--- src/hdl/dae_pkg.sv ---
// Shared types and constants of the DNS answer address extractor.
// No dependencies; the other files that use it refer to it by scoped names.
`timescale 1ns / 1ps
package dae_pkg;

	localparam int MaxMsgBytes = 512;
	localparam int PosW        = 10;
	localparam int PaddrW      = 3;

	localparam logic [2:0] VERDICT_PARSED    = 3'd0;
	localparam logic [2:0] VERDICT_SHORT     = 3'd1;
	localparam logic [2:0] VERDICT_UNSOLICIT = 3'd2;
	localparam logic [2:0] VERDICT_EMPTY     = 3'd3;
	localparam logic [2:0] VERDICT_MALFORMED = 3'd4;

	localparam logic KIND_ADDRESS = 1'b0;
	localparam logic KIND_VERDICT = 1'b1;

	localparam logic REG_IPV4_ENABLE = 1'b0;
	localparam logic REG_IPV6_ENABLE = 1'b1;

	typedef struct packed {
		logic ipv4_enable;
		logic ipv6_enable;
	} cfg_t;

	typedef struct packed {
		logic        kind;
		logic        is_v6;
		logic [63:0] address_high;
		logic [63:0] address_low;
		logic [2:0]  verdict;
		logic        last_result;
	} result_t;

	typedef struct packed {
		logic    v0;
		logic    v1;
		result_t r0;
		result_t r1;
	} push_t;

endpackage

--- src/hdl/dae_if.sv ---
// Stream interfaces of the extractor: message bytes in, results out.
// Depends on nothing.
`timescale 1ns / 1ps
interface dae_in_if;
	logic        valid;
	logic        ready;
	logic [7:0]  msg_byte;
	logic        end_of_msg;
	logic [15:0] expected_id;
	modport source (output valid, msg_byte, end_of_msg, expected_id, input ready);
	modport sink (input valid, msg_byte, end_of_msg, expected_id, output ready);
endinterface

interface dae_out_if;
	logic        valid;
	logic        ready;
	logic        kind;
	logic        is_v6;
	logic [63:0] address_high;
	logic [63:0] address_low;
	logic [2:0]  verdict;
	logic        last_result;
	modport source (output valid, kind, is_v6, address_high, address_low, verdict,
		last_result, input ready);
	modport sink (input valid, kind, is_v6, address_high, address_low, verdict,
		last_result, output ready);
endinterface

--- src/hdl/dns_answer_address_extractor.sv ---
// DNS answer address extractor: top level. Depends on dae_pkg, dae_if,
// dae_cfg, dae_parser and dae_out_fifo.
// Each result is written into the result queue register before it reaches the output.
// Throughput: one byte per cycle; a byte that gives two results needs two
// free queue slots, so the input waits while the four-entry queue holds more than two.
// Reset (arst_n low, asynchronous) clears parse state and queue; both enables set.
`timescale 1ns / 1ps
module dns_answer_address_extractor #(
	parameter int MAX_MSG_BYTES = dae_pkg::MaxMsgBytes
) (
	input  logic                       clk,
	input  logic                       arst_n,
	dae_in_if.sink                     msg,
	dae_out_if.source                  result,
	input  logic                       psel,
	input  logic                       penable,
	input  logic                       pwrite,
	input  logic [dae_pkg::PaddrW-1:0] paddr,
	input  logic [31:0]                pwdata,
	output logic [31:0]                prdata,
	output logic                       pready
);
	dae_pkg::cfg_t    cfg;
	dae_pkg::push_t   push;
	dae_pkg::result_t head;
	logic             room, fire;

	// take a beat only when the queue can hold both results it may cause
	assign msg.ready = room;
	assign fire      = msg.valid & room;

	dae_cfg u_cfg (
		.clk, .arst_n, .psel, .penable, .pwrite, .paddr, .pwdata, .prdata, .pready,
		.cfg
	);

	dae_parser #(.MAX_MSG_BYTES(MAX_MSG_BYTES)) u_parser (
		.clk, .arst_n, .fire,
		.msg_byte(msg.msg_byte), .end_of_msg(msg.end_of_msg),
		.expected_id(msg.expected_id), .cfg, .push
	);

	dae_out_fifo u_fifo (
		.clk, .arst_n, .push, .room,
		.valid(result.valid), .ready(result.ready), .head
	);

	// unpack the queue head onto the result beat
	assign result.kind         = head.kind;
	assign result.is_v6        = head.is_v6;
	assign result.address_high = head.address_high;
	assign result.address_low  = head.address_low;
	assign result.verdict      = head.verdict;
	assign result.last_result  = head.last_result;
endmodule

--- src/hdl/dae_cfg.sv ---
// APB-style register file holding the two family enables.
// Depends on dae_pkg.
`timescale 1ns / 1ps
module dae_cfg (
	input  logic                      clk,
	input  logic                      arst_n,
	input  logic                      psel,
	input  logic                      penable,
	input  logic                      pwrite,
	input  logic [dae_pkg::PaddrW-1:0] paddr,
	input  logic [31:0]               pwdata,
	output logic [31:0]               prdata,
	output logic                      pready,
	output dae_pkg::cfg_t             cfg
);
	dae_pkg::cfg_t cfg_q;
	logic          wr;

	assign pready = 1'b1;
	assign wr     = psel & penable & pwrite;

	always_ff @(posedge clk or negedge arst_n) begin
		if (!arst_n) begin
			cfg_q <= '{ipv4_enable: 1'b1, ipv6_enable: 1'b1};
		end else if (wr) begin
			case (paddr[2])
				dae_pkg::REG_IPV4_ENABLE: cfg_q.ipv4_enable <= pwdata[0];
				dae_pkg::REG_IPV6_ENABLE: cfg_q.ipv6_enable <= pwdata[0];
				default: cfg_q <= cfg_q;
			endcase
		end
	end

	always_comb begin
		case (paddr[2])
			dae_pkg::REG_IPV4_ENABLE: prdata = {31'd0, cfg_q.ipv4_enable};
			dae_pkg::REG_IPV6_ENABLE: prdata = {31'd0, cfg_q.ipv6_enable};
			default: prdata = 32'd0;
		endcase
	end

	assign cfg = cfg_q;
endmodule

--- src/hdl/dae_parser.sv ---
// Byte-wise DNS response parse state and its per-byte update.
// Depends on dae_pkg; emits up to two results per accepted byte.
`timescale 1ns / 1ps
module dae_parser #(
	parameter int MAX_MSG_BYTES = dae_pkg::MaxMsgBytes
) (
	input  logic          clk,
	input  logic          arst_n,
	input  logic          fire,
	input  logic [7:0]    msg_byte,
	input  logic          end_of_msg,
	input  logic [15:0]   expected_id,
	input  dae_pkg::cfg_t cfg,
	output dae_pkg::push_t push
);
	localparam logic [2:0] PH_HEADER = 3'd0;
	localparam logic [2:0] PH_QNAME  = 3'd1;
	localparam logic [2:0] PH_QFIXED = 3'd2;
	localparam logic [2:0] PH_ASTART = 3'd3;
	localparam logic [2:0] PH_ANAME  = 3'd4;
	localparam logic [2:0] PH_AFIXED = 3'd5;
	localparam logic [2:0] PH_ARDATA = 3'd6;
	localparam logic [2:0] PH_DONE   = 3'd7;
	localparam logic [15:0] TYPE_A    = 16'd1;
	localparam logic [15:0] TYPE_AAAA = 16'd28;
	localparam logic [dae_pkg::PosW-1:0] MaxPos = dae_pkg::PosW'(MAX_MSG_BYTES);

	logic [dae_pkg::PosW-1:0] pos_q, n_pos;
	logic [63:0]  hdr_q, n_hdr;
	logic [2:0]   ph_q, n_ph;
	logic [15:0]  q_q, n_q, a_q, n_a, rt_q, n_rt, rd_q, n_rd, id_q, n_id, idv;
	logic [7:0]   lbl_q, n_lbl;
	logic [3:0]   fix_q, n_fix;
	logic [127:0] addr_q, n_addr;
	logic [2:0]   mv_q, n_mv, vrd;
	logic         hit, extra;

	always_comb begin
		n_pos = pos_q; n_hdr = hdr_q; n_ph = ph_q; n_q = q_q; n_a = a_q;
		n_rt = rt_q; n_rd = rd_q; n_lbl = lbl_q; n_fix = fix_q; n_addr = addr_q;
		n_mv = mv_q; n_id = id_q; hit = 1'b0; extra = 1'b0; vrd = 3'd0;
		idv = (pos_q == '0) ? expected_id : id_q;
		n_id = idv;
		if (pos_q < MaxPos) begin
			n_pos = pos_q + 1'b1;
			case (ph_q)
				PH_HEADER: begin
					if (pos_q < dae_pkg::PosW'(8))
						n_hdr[8*(7-pos_q[2:0]) +: 8] = msg_byte;
					if (pos_q == dae_pkg::PosW'(11)) begin
						if (hdr_q[63:48] != idv || !hdr_q[47]) begin
							n_ph = PH_DONE; n_mv = dae_pkg::VERDICT_UNSOLICIT;
						end else begin
							n_q = hdr_q[31:16]; n_a = hdr_q[15:0];
							if (hdr_q[35:32] != 4'd0 || hdr_q[15:0] == 16'd0) begin
								n_ph = PH_DONE; n_mv = dae_pkg::VERDICT_EMPTY;
							end else begin
								n_ph = (hdr_q[31:16] != 16'd0) ? PH_QNAME : PH_ASTART;
							end
						end
					end
				end
				PH_QNAME, PH_ANAME, PH_ASTART: begin
					if (ph_q == PH_ASTART) begin
						n_ph = PH_ANAME; n_addr = '0; n_rt = '0; n_rd = '0; n_lbl = '0;
					end
					if (n_lbl != 8'd0) begin
						n_lbl = n_lbl - 1'b1;
					end else if (msg_byte == 8'd0 || msg_byte[7:6] == 2'b11) begin
						extra = (msg_byte != 8'd0);
						if (ph_q == PH_QNAME) begin
							n_ph = PH_QFIXED; n_fix = 4'd4 + {3'd0, extra};
						end else begin
							n_ph = PH_AFIXED; n_fix = 4'd10 + {3'd0, extra};
						end
					end else begin
						n_lbl = msg_byte;
					end
				end
				PH_QFIXED: begin
					n_fix = fix_q - 1'b1;
					if (n_fix == 4'd0) begin
						n_q = q_q - 1'b1;
						n_ph = (n_q != 16'd0) ? PH_QNAME : PH_ASTART;
					end
				end
				PH_AFIXED: begin
					if (fix_q == 4'd10 || fix_q == 4'd9) n_rt = {rt_q[7:0], msg_byte};
					if (fix_q == 4'd2 || fix_q == 4'd1) n_rd = {rd_q[7:0], msg_byte};
					n_fix = fix_q - 1'b1;
					if (n_fix == 4'd0) begin
						if (!((n_rt == TYPE_A && n_rd == 16'd4) ||
						      (n_rt == TYPE_AAAA && n_rd == 16'd16)))
							n_rt = '0;
						if (n_rd == 16'd0) begin
							n_a = a_q - 1'b1;
							n_ph = (n_a != 16'd0) ? PH_ASTART : PH_DONE;
							if (n_a == 16'd0) n_mv = dae_pkg::VERDICT_PARSED;
						end else begin
							n_ph = PH_ARDATA;
						end
					end
				end
				PH_ARDATA: begin
					n_addr = {addr_q[119:0], msg_byte};
					n_rd = rd_q - 1'b1;
					if (n_rd == 16'd0) begin
						n_a = a_q - 1'b1;
						n_ph = (n_a != 16'd0) ? PH_ASTART : PH_DONE;
						if (n_a == 16'd0) n_mv = dae_pkg::VERDICT_PARSED;
						hit = (rt_q == TYPE_A && cfg.ipv4_enable) ||
						      (rt_q == TYPE_AAAA && cfg.ipv6_enable);
					end
				end
				default: ;
			endcase
		end
		// end-of-message verdict from the state after this byte
		case (n_ph)
			PH_DONE:   vrd = n_mv;
			PH_HEADER: vrd = dae_pkg::VERDICT_SHORT;
			PH_QNAME, PH_QFIXED, PH_ASTART: vrd = dae_pkg::VERDICT_MALFORMED;
			default: vrd = (n_a != n_hdr[15:0] && n_hdr[41]) ?
				dae_pkg::VERDICT_PARSED : dae_pkg::VERDICT_MALFORMED;
		endcase
	end

	always_comb begin
		dae_pkg::result_t ra, rv;
		ra.kind = dae_pkg::KIND_ADDRESS;
		ra.is_v6 = (rt_q != TYPE_A);
		ra.address_high = (rt_q == TYPE_A) ? 64'd0 : n_addr[127:64];
		ra.address_low = (rt_q == TYPE_A) ? {32'd0, n_addr[31:0]} : n_addr[63:0];
		ra.verdict = dae_pkg::VERDICT_PARSED;
		ra.last_result = !end_of_msg;
		rv = '{kind: dae_pkg::KIND_VERDICT, is_v6: 1'b0, address_high: 64'd0,
			address_low: 64'd0, verdict: vrd, last_result: 1'b1};
		push.v0 = fire & (hit | end_of_msg);
		push.v1 = fire & hit & end_of_msg;
		push.r0 = hit ? ra : rv;
		push.r1 = rv;
	end

	always_ff @(posedge clk or negedge arst_n) begin
		if (!arst_n) begin
			pos_q <= '0; hdr_q <= '0; ph_q <= PH_HEADER; q_q <= '0; a_q <= '0;
			rt_q <= '0; rd_q <= '0; lbl_q <= '0; fix_q <= '0; addr_q <= '0;
			mv_q <= '0; id_q <= '0;
		end else if (fire) begin
			if (end_of_msg) begin
				pos_q <= '0; hdr_q <= '0; ph_q <= PH_HEADER; q_q <= '0; a_q <= '0;
				rt_q <= '0; rd_q <= '0; lbl_q <= '0; fix_q <= '0; addr_q <= '0;
				mv_q <= '0; id_q <= '0;
			end else begin
				pos_q <= n_pos; hdr_q <= n_hdr; ph_q <= n_ph; q_q <= n_q; a_q <= n_a;
				rt_q <= n_rt; rd_q <= n_rd; lbl_q <= n_lbl; fix_q <= n_fix;
				addr_q <= n_addr; mv_q <= n_mv; id_q <= n_id;
			end
		end
	end
endmodule

--- src/hdl/dae_out_fifo.sv ---
// Four-entry result queue: takes up to two results a cycle, gives one beat.
// Depends on dae_pkg.
`timescale 1ns / 1ps
module dae_out_fifo (
	input  logic             clk,
	input  logic             arst_n,
	input  dae_pkg::push_t   push,
	output logic             room,
	output logic             valid,
	input  logic             ready,
	output dae_pkg::result_t head
);
	dae_pkg::result_t mem_q [4];
	logic [1:0] wr_q, rd_q;
	logic [2:0] cnt_q;
	logic       pop;

	assign valid = (cnt_q != 3'd0);
	assign pop   = valid & ready;
	assign room  = (cnt_q <= 3'd2);
	assign head  = mem_q[rd_q];

	always_ff @(posedge clk) begin
		if (push.v0) mem_q[wr_q] <= push.r0;
		if (push.v1) mem_q[wr_q + 2'd1] <= push.r1;
	end

	always_ff @(posedge clk or negedge arst_n) begin
		if (!arst_n) begin
			wr_q <= '0; rd_q <= '0; cnt_q <= '0;
		end else begin
			wr_q  <= wr_q + {1'b0, push.v0} + {1'b0, push.v1};
			rd_q  <= rd_q + {1'b0, pop};
			cnt_q <= cnt_q + {2'd0, push.v0} + {2'd0, push.v1} - {2'd0, pop};
		end
	end
endmodule

--- src/flat_wrapper.sv ---
// flat-port wrapper written by rule: the top's interface ports become plain ports
module dns_answer_address_extractor_flat 
#(
	parameter int MAX_MSG_BYTES = dae_pkg::MaxMsgBytes
)
  (clk, arst_n, psel, penable, pwrite, paddr, pwdata, prdata, pready, msg_valid, msg_msg_byte, msg_end_of_msg, msg_expected_id, msg_ready, result_valid, result_kind, result_is_v6, result_address_high, result_address_low, result_verdict, result_last_result, result_ready);
  dae_in_if msg_i ();
  dae_out_if result_i ();
  input  logic clk;
  input  logic arst_n;
  input  logic psel;
  input  logic penable;
  input  logic pwrite;
  input  logic [dae_pkg::PaddrW-1:0] paddr;
  input  logic [31:0] pwdata;
  output logic [31:0] prdata;
  output logic pready;
  input wire logic [$bits(msg_i.valid)-1:0] msg_valid;
  input wire logic [$bits(msg_i.msg_byte)-1:0] msg_msg_byte;
  input wire logic [$bits(msg_i.end_of_msg)-1:0] msg_end_of_msg;
  input wire logic [$bits(msg_i.expected_id)-1:0] msg_expected_id;
  output wire logic [$bits(msg_i.ready)-1:0] msg_ready;
  output wire logic [$bits(result_i.valid)-1:0] result_valid;
  output wire logic [$bits(result_i.kind)-1:0] result_kind;
  output wire logic [$bits(result_i.is_v6)-1:0] result_is_v6;
  output wire logic [$bits(result_i.address_high)-1:0] result_address_high;
  output wire logic [$bits(result_i.address_low)-1:0] result_address_low;
  output wire logic [$bits(result_i.verdict)-1:0] result_verdict;
  output wire logic [$bits(result_i.last_result)-1:0] result_last_result;
  input wire logic [$bits(result_i.ready)-1:0] result_ready;
  assign msg_i.valid = msg_valid;
  assign msg_i.msg_byte = msg_msg_byte;
  assign msg_i.end_of_msg = msg_end_of_msg;
  assign msg_i.expected_id = msg_expected_id;
  assign msg_ready = msg_i.ready;
  assign result_valid = result_i.valid;
  assign result_kind = result_i.kind;
  assign result_is_v6 = result_i.is_v6;
  assign result_address_high = result_i.address_high;
  assign result_address_low = result_i.address_low;
  assign result_verdict = result_i.verdict;
  assign result_last_result = result_i.last_result;
  assign result_i.ready = result_ready;
  dns_answer_address_extractor #(.MAX_MSG_BYTES(MAX_MSG_BYTES)) u_core (.clk(clk), .arst_n(arst_n), .msg(msg_i), .result(result_i), .psel(psel), .penable(penable), .pwrite(pwrite), .paddr(paddr), .pwdata(pwdata), .prdata(prdata), .pready(pready));
endmodule
--- config.mk ---
export PLATFORM = sky130hd
export DESIGN_NAME = dns_answer_address_extractor_flat
export DESIGN_NICKNAME = d
export VERILOG_FILES = /design/src/hdl/dae_pkg.sv /design/src/hdl/dae_if.sv /design/src/hdl/dns_answer_address_extractor.sv /design/src/hdl/dae_cfg.sv /design/src/hdl/dae_parser.sv /design/src/hdl/dae_out_fifo.sv /design/src/flat_wrapper.sv
export SDC_FILE = /design/constraint.sdc
export NUM_CORES = 2
export LEC_CHECK = 0
export BUFFER_PORTS_ARGS = -buffer_cell sky130_fd_sc_hd__clkbuf_2
export CORE_MARGIN = 2
export CORE_UTILIZATION = 60
export CTS_CLUSTER_DIAMETER = 60
export DETAILED_ROUTE_END_ITERATION = 16
export GPL_TIMING_DRIVEN = 1
export PLACE_DENSITY = 0.82
export SYNTH_ARGS = -nofsm -noshare
export SYNTH_HDL_FRONTEND = slang
export SYNTH_SLANG_ARGS = --single-unit
--- constraint.sdc ---
create_clock -name clk -period 7.91 [get_ports clk]
set_clock_uncertainty 0.1 [all_clocks]
set_input_delay 0.791 -clock clk [delete_from_list [all_inputs] [get_ports clk]]
set_output_delay 0.791 -clock clk [all_outputs]
set_load 0.02 [all_outputs]
Word level (Yosys, flattened, before mapping) --
Memories as Yosys holds them, arrays and structs flattened. Cells that the tools add are included.
Word-level totals: memories 1, RAM bits 536, register bits 309, input port bits 67, output and inout port bits 169, word-level logic and storage cells 227
Memories:
- u_core.u_fifo.mem_q | depth 4, bits a word 134, read ports 1, clocked after memory_dff 0, write ports 2, RTL line dae_out_fifo.sv:13 | dae_pkg::result_t mem_q [4];
Operators by class: $lt $le $gt $ge 3, shifts and indexed selects 2, reductions and logical operators 50, equality and inequality tests 31, $add $sub $neg 17, mux-type cells 96, bitwise operators 9
Operators with widths (number):
- two-way mux 16 bit | 27
- two-way mux 128 bit | 3
- two-way mux 64 bit | 6
- case mux 128 bit (2 select lines) | 1
- two-way mux 134 bit | 1
- case mux 16 bit (3 select lines) | 2
- two-way mux 3 bit | 24
- bitwise mux 64 bit | 1
- logical NOT 16 bit | 4
- two-way mux 8 bit | 8
- case mux 16 bit (2 select lines) | 2
- case mux 32 bit (2 select lines) | 1
- variable shift 8 x 34 -> 64 bit, first input constant | 1
- variable part select 8 x 34 -> 64 bit | 1
- == test 16 x 5 -> 1 bit, second input constant | 3
- nonzero test 16 bit | 3
- subtractor 16 x 1 -> 16 bit, second input constant | 3
- negation 32 -> 34 bit | 1
- == test 16 x 1 -> 1 bit, second input constant | 2
- inequality test 16 bit | 2
- two-way mux 10 bit | 2
- two-way mux 4 bit | 5
- inequality test 3 bit, second input constant | 6
- case mux 3 bit (3 select lines) | 2
- 48 further kinds | 97

Depth between registers and ports, before layout --
depth after elaboration 15, depth in mapped cells 19, mapped depth without buffers 16

Modules after synthesis --
A second synthesis with hierarchy kept.
Second synthesis, totals: cells, all modules 3637, area, all modules 46474.6 sq um
Modules (own cells, without submodules):
- dae_out_fifo | instances 1, cells an instance 1332, sequential area each 16270.6 sq um, area an instance 26570.5 sq um
- dae_parser | instances 1, cells an instance 2263, sequential area each 7257.0 sq um, area an instance 19548.7 sq um
- dae_cfg | instances 1, cells an instance 41, sequential area each 52.6 sq um, area an instance 349.1 sq um
- dns_answer_address_extractor | instances 1, cells an instance 1, sequential area each 0.0 sq um, area an instance 6.3 sq um

Least setup slack after synthesis --
No wires, ideal clock.
path type register -> register, start point reg u_core.u_parser.rd_q[0], end point reg u_core.u_fifo.cnt_q[2], cell stages (with the launch flop) 18, path buffers 3, setup time 0.123 ns, clock period less this slack 4.305 ns, setup slack 3.605 ns, data required time 7.687 ns, arrival 4.082 ns, path through dfrtp_1 > clkbuf_1 > inv_1 > ha_1 > buf_4 > or4b_1 > buf_2 > xnor2_1 > o31a_1 > nor4b_1 > nand3_1 > inv_1 > o21ai_0 > ha_1 > inv_1 > fa_1 > fa_1 > xnor2_1
On the way: longest elaborated chain between the ends 10, elaborated cells between the ends (all ways) 12, those cells by class 4 x add/sub; 3 x mux; 4 x bitwise; 1 x reduce/logical
RTL lines:
- start: declaration | RTL line dae_parser.sv:31 | logic [15:0] q_q, n_q, a_q, n_a, rt_q, n_rt, rd_q, n_rd, id_q, n_id, idv;
- start signal: assignment | RTL line dae_parser.sv:156 | rt_q <= n_rt; rd_q <= n_rd; lbl_q <= n_lbl; fix_q <= n_fix;
- subtractor 16 x 1 -> 16 bit * | RTL line dae_parser.sv:106 | n_rd = rd_q - 1'b1;
- logical NOT 16 bit * | RTL line dae_parser.sv:107 | if (n_rd == 16'd0) begin
- two-way mux 1 bit * | RTL line dae_parser.sv:107
- two-way mux 1 bit * | RTL line dae_parser.sv:46 | case (ph_q)
- two-way mux 1 bit * | RTL line dae_parser.sv:44 | if (pos_q < MaxPos) begin
- OR 1 bit | RTL line dae_parser.sv:138 | push.v0 = fire & (hit | end_of_msg);
- bitwise AND 1 bit | RTL line dae_parser.sv:138
- adder 3 x 1 -> 3 bit | RTL line dae_out_fifo.sv:34 | cnt_q <= cnt_q + {2'd0, push.v0} + {2'd0, push.v1} - {2'd0, pop};
- adder 3 x 1 -> 3 bit * | RTL line dae_out_fifo.sv:34
- subtractor 3 x 1 -> 3 bit * | RTL line dae_out_fifo.sv:34
- end signal: assignment | RTL line dae_out_fifo.sv:34
- end: declaration | RTL line dae_out_fifo.sv:15 | logic [2:0] cnt_q;
Mark *: on every way between the ends. The rest lies on a longest branch, timed or not. A chain may end at the register's enable or synchronous reset.

==> metrics <==
run status=completed; pin count of the biggest net entering global routing=174; number of cells traversed by the worst register-to-register path=14; kind of end point of the critical path=flop; cells after synthesis=4729; H-tree levels=3; startpoint class of the critical path=flop; proportion of synthesized chip area in sequential cells=0.453; total routing resource utilization after global routing=0.317; total congestion overflow after global routing=0; max-cap check violation count=0; leakage dissipation=0.0181 uW; Worst Setup Path Type=reg2reg; GPL Wtd Cong=0.963; crit path cell chain=inv_1 -> ha_1 -> or4b_1 -> nor4_1 -> nor4b_1 -> nand3_1 -> inv_1 -> o21ai_0 -> clkinv_1 -> nand2_4 -> buf_4 -> nor2_1 -> a21oi_1 -> nor2_1; clock root buffer=clkbuf_16; Layout fillers=5334; top-area cell type share of the netlist area=0.259; wire length after detailed routing=112 mm; IO Port Bufs=170; clock tree from TritonCTS=built; Core Box Area=66900 sq um; Ant. Diodes=0; number of synthesis warnings=0; Reg2Reg Launch Point=u_core.u_parser.rd_q[0]; CP Data Required Time=8300 ps; Synth Cell Area=40500 sq um; Final Hold Fails=0; number of synthesized flops with an enable pin=12; worst-case register-to-register setup slack=2020 ps; type of the tightest min-delay check=in2async; worst hold margin=123 ps; number of antenna-violating nets in the routed design=0; area delta synth->final=9.61%; slew at the pin closest to its max-slew limit=1160 ps; vias in the first global route=34155; final layout net count=4727; cell type with the highest aggregate area in the netlist=dfxtp_1; clock latency on the worst-skew pair=660 ps; number of flip-flops and latches in the synthesized netlist=835; peak ir drop on the vdd network=0.306 mV; Clock Sink Count=835; Commonest cells post-synth=nor2_1 (995), a21oi_1 (596), dfxtp_1 (524); placed wire-length estimate=65.7 mm; first-pass GRT wire length=181 mm; initial antenna violation count=0; routed wirelength normalized by instance count=20.1 um; share of post-route cells with drive strength above 1=0.116; Starting Density=0.605; Crit Path Max Fanout=81; Core Rows=95; Starting DRT DRC Count=4069; most frequent cell after synthesis=nor2_1; setup repair after global routing missed its margin=no; arrival time worst endpoint=6280 ps; buffer count from post-CTS setup fixing=0; Die Wd=264 um; Distinct cells, synth=92; number of buffers created by CTS=91; number of vias in the routed layout=35964; Vias/cell=6.43; cts hold-fix bufs=0; main area contributors after synthesis=dfxtp_1 (26%), dfrtp_1 (18%), nor2_1 (9.2%); primary flip-flop cell chosen by synthesis mapping=dfxtp_1; cell with the largest stage delay on the worst path=nand2_4; number of gates resized after cts=0; average footprint of a synthesized cell=8.56 sq um; reg-to-reg endpoint=u_core.u_fifo.mem_q[1][37]; fraction of synthesis flops using an asynchronous set or reset pin=0.358; final critical path time including I/O delays and setup=5890 ps; top achievable clock speed=170 MHz; area enclosed by the die boundary=69500 sq um; max-slew violations=0; setup-violating endpoint count in the final report=0; CTS clk-pin slew, worst paths=60 ps; maximum count of clock buffers along a single path=3; period utilisation layout=0.744; detailed-routing iteration count for the pre-antenna-repair pass=7; sum of negative setup slack=0 ps; max-slew headroom at the worst pin=0.220; residual DRC count=0; power density over the cells=286 nW/um^2; number of top-level pins=236; slowest stage delay, CP=840 ps; vertical extent of the die=264 um
==> state kept, by name, indices dropped and copies added, names as in the netlist, 3 cells and up <==
name,flops
u_core.u_parser.a_q,16
u_core.u_parser.rd_q,16
u_core.u_parser.hdr_q,54
u_core.u_parser.rt_q,16
u_core.u_parser.pos_q,10
u_core.u_parser.ph_q,3
u_core.u_parser.addr_q,128
u_core.u_fifo.mem_q,536
u_core.u_parser.fix_q,4
u_core.u_parser.mv_q,3
u_core.u_fifo.cnt_q,3
u_core.u_parser.lbl_q,8
u_core.u_parser.id_q,16
u_core.u_parser.q_q,16
==> report_power, final <==
group          total, uW  leakage, uW  switching, uW  internal [uW]
clock               4340      0.00152           1810           2530
combinational       3390      0.00821           2190           1210
sequential          4960      0.00835            462           4500
total              12700       0.0181           4450           8240
==> worst max-delay path: cells and delay by family (launching register included) <==
kind	cells	cell delay (ps)
AOI/OAI and AO/OA	2	540
adders and majority gates	1	360
and+or+nand+nor	7	2780
buffers and inverters	4	1390
DFF	1	490
==> final cells by class <==
type,instances,area (sq um),area share
Timing Repair Buffer,212,1280,0.0288
Sequential cell,835,18300,0.413
Multi-Input combinational cell,3454,20400,0.459
Clock inverter,35,340,0.00767
Clock buffer,135,2760,0.0622
Tap cell,873,1090,0.0246
Inverter,45,169,0.00381
==> worst max-delay path by stage <==
stage / start / end / slack, ps / cells past startpoint
2_1_floorplan: u_core.u_parser.rd_q[0] / u_core.u_fifo.cnt_q[2] / 3610 / 17
3_3_place_gp: u_core.u_parser.rd_q[0] / u_core.u_fifo.mem_q[1][2] / 2290 / 13
3_5_place_dp: u_core.u_parser.rd_q[0] / u_core.u_fifo.mem_q[1][37] / 2240 / 14
4_1_cts: u_core.u_parser.rd_q[0] / u_core.u_fifo.mem_q[1][37] / 2190 / 14
5_1_grt: u_core.u_parser.rd_q[0] / u_core.u_fifo.mem_q[3][24] / 1690 / 15
6_report: u_core.u_parser.rd_q[0] / u_core.u_fifo.mem_q[1][37] / 2020 / 14
==> per-layer routing <==
layer  share of wire  vias up  wire [um]  GRT usage
li1                -    16552          -          -
met4           0.029        0       3270      0.112
met3           0.083      246       9270     0.0433
met2            0.48     1698      53800      0.520
met5               0        -          0          0
met1            0.41    17468      45900      0.432
==> stage by stage <==
stage,total power [uW],area (sq um),util,setup WS [ps],std cells
CTS,12600,44400,0.663,2190,5589
global route,13200,44400,0.663,1690,5589
detailed placement,8340,41300,0.617,2240,5419
floorplan,7390,40600,-,3610,4759
finish,12700,44400,0.663,2020,5589
global placement,8270,41300,0.617,2290,5419
==> cells by family (layout without fill, tap and decap cells) <==
family                     Yosys count  after routing  synth area share
AOI/OAI and AO/OA                 1377           1377             0.210
xor gates and xnor gates            33             33           0.00714
adders and majority gates           21             21           0.00705
buffers and inverters              470            427            0.0486
DFF                                835            835             0.453
muxes                              159            159            0.0810
other                                2             32          0.000186
and+or+nand+nor                   1832           1832             0.193
==> cell usage in the layout, fill, tap and decap left out, drive strengths merged, types with 39 or more instances in the layout <==
master	netlist	routed
nand2	405	405
mux4	134	134
dfrtp	297	297
inv	44	54
nor2	996	996
dfxtp	524	524
nand3	45	45
clkbuf	313	303
a21oi	596	596
nor4	39	39
o21ai	255	255
nor3	157	157
a22o	156	156
buf	112	44
or3	50	50
a22oi	185	185
Note: power is estimated with default switching activity, not from simulation.
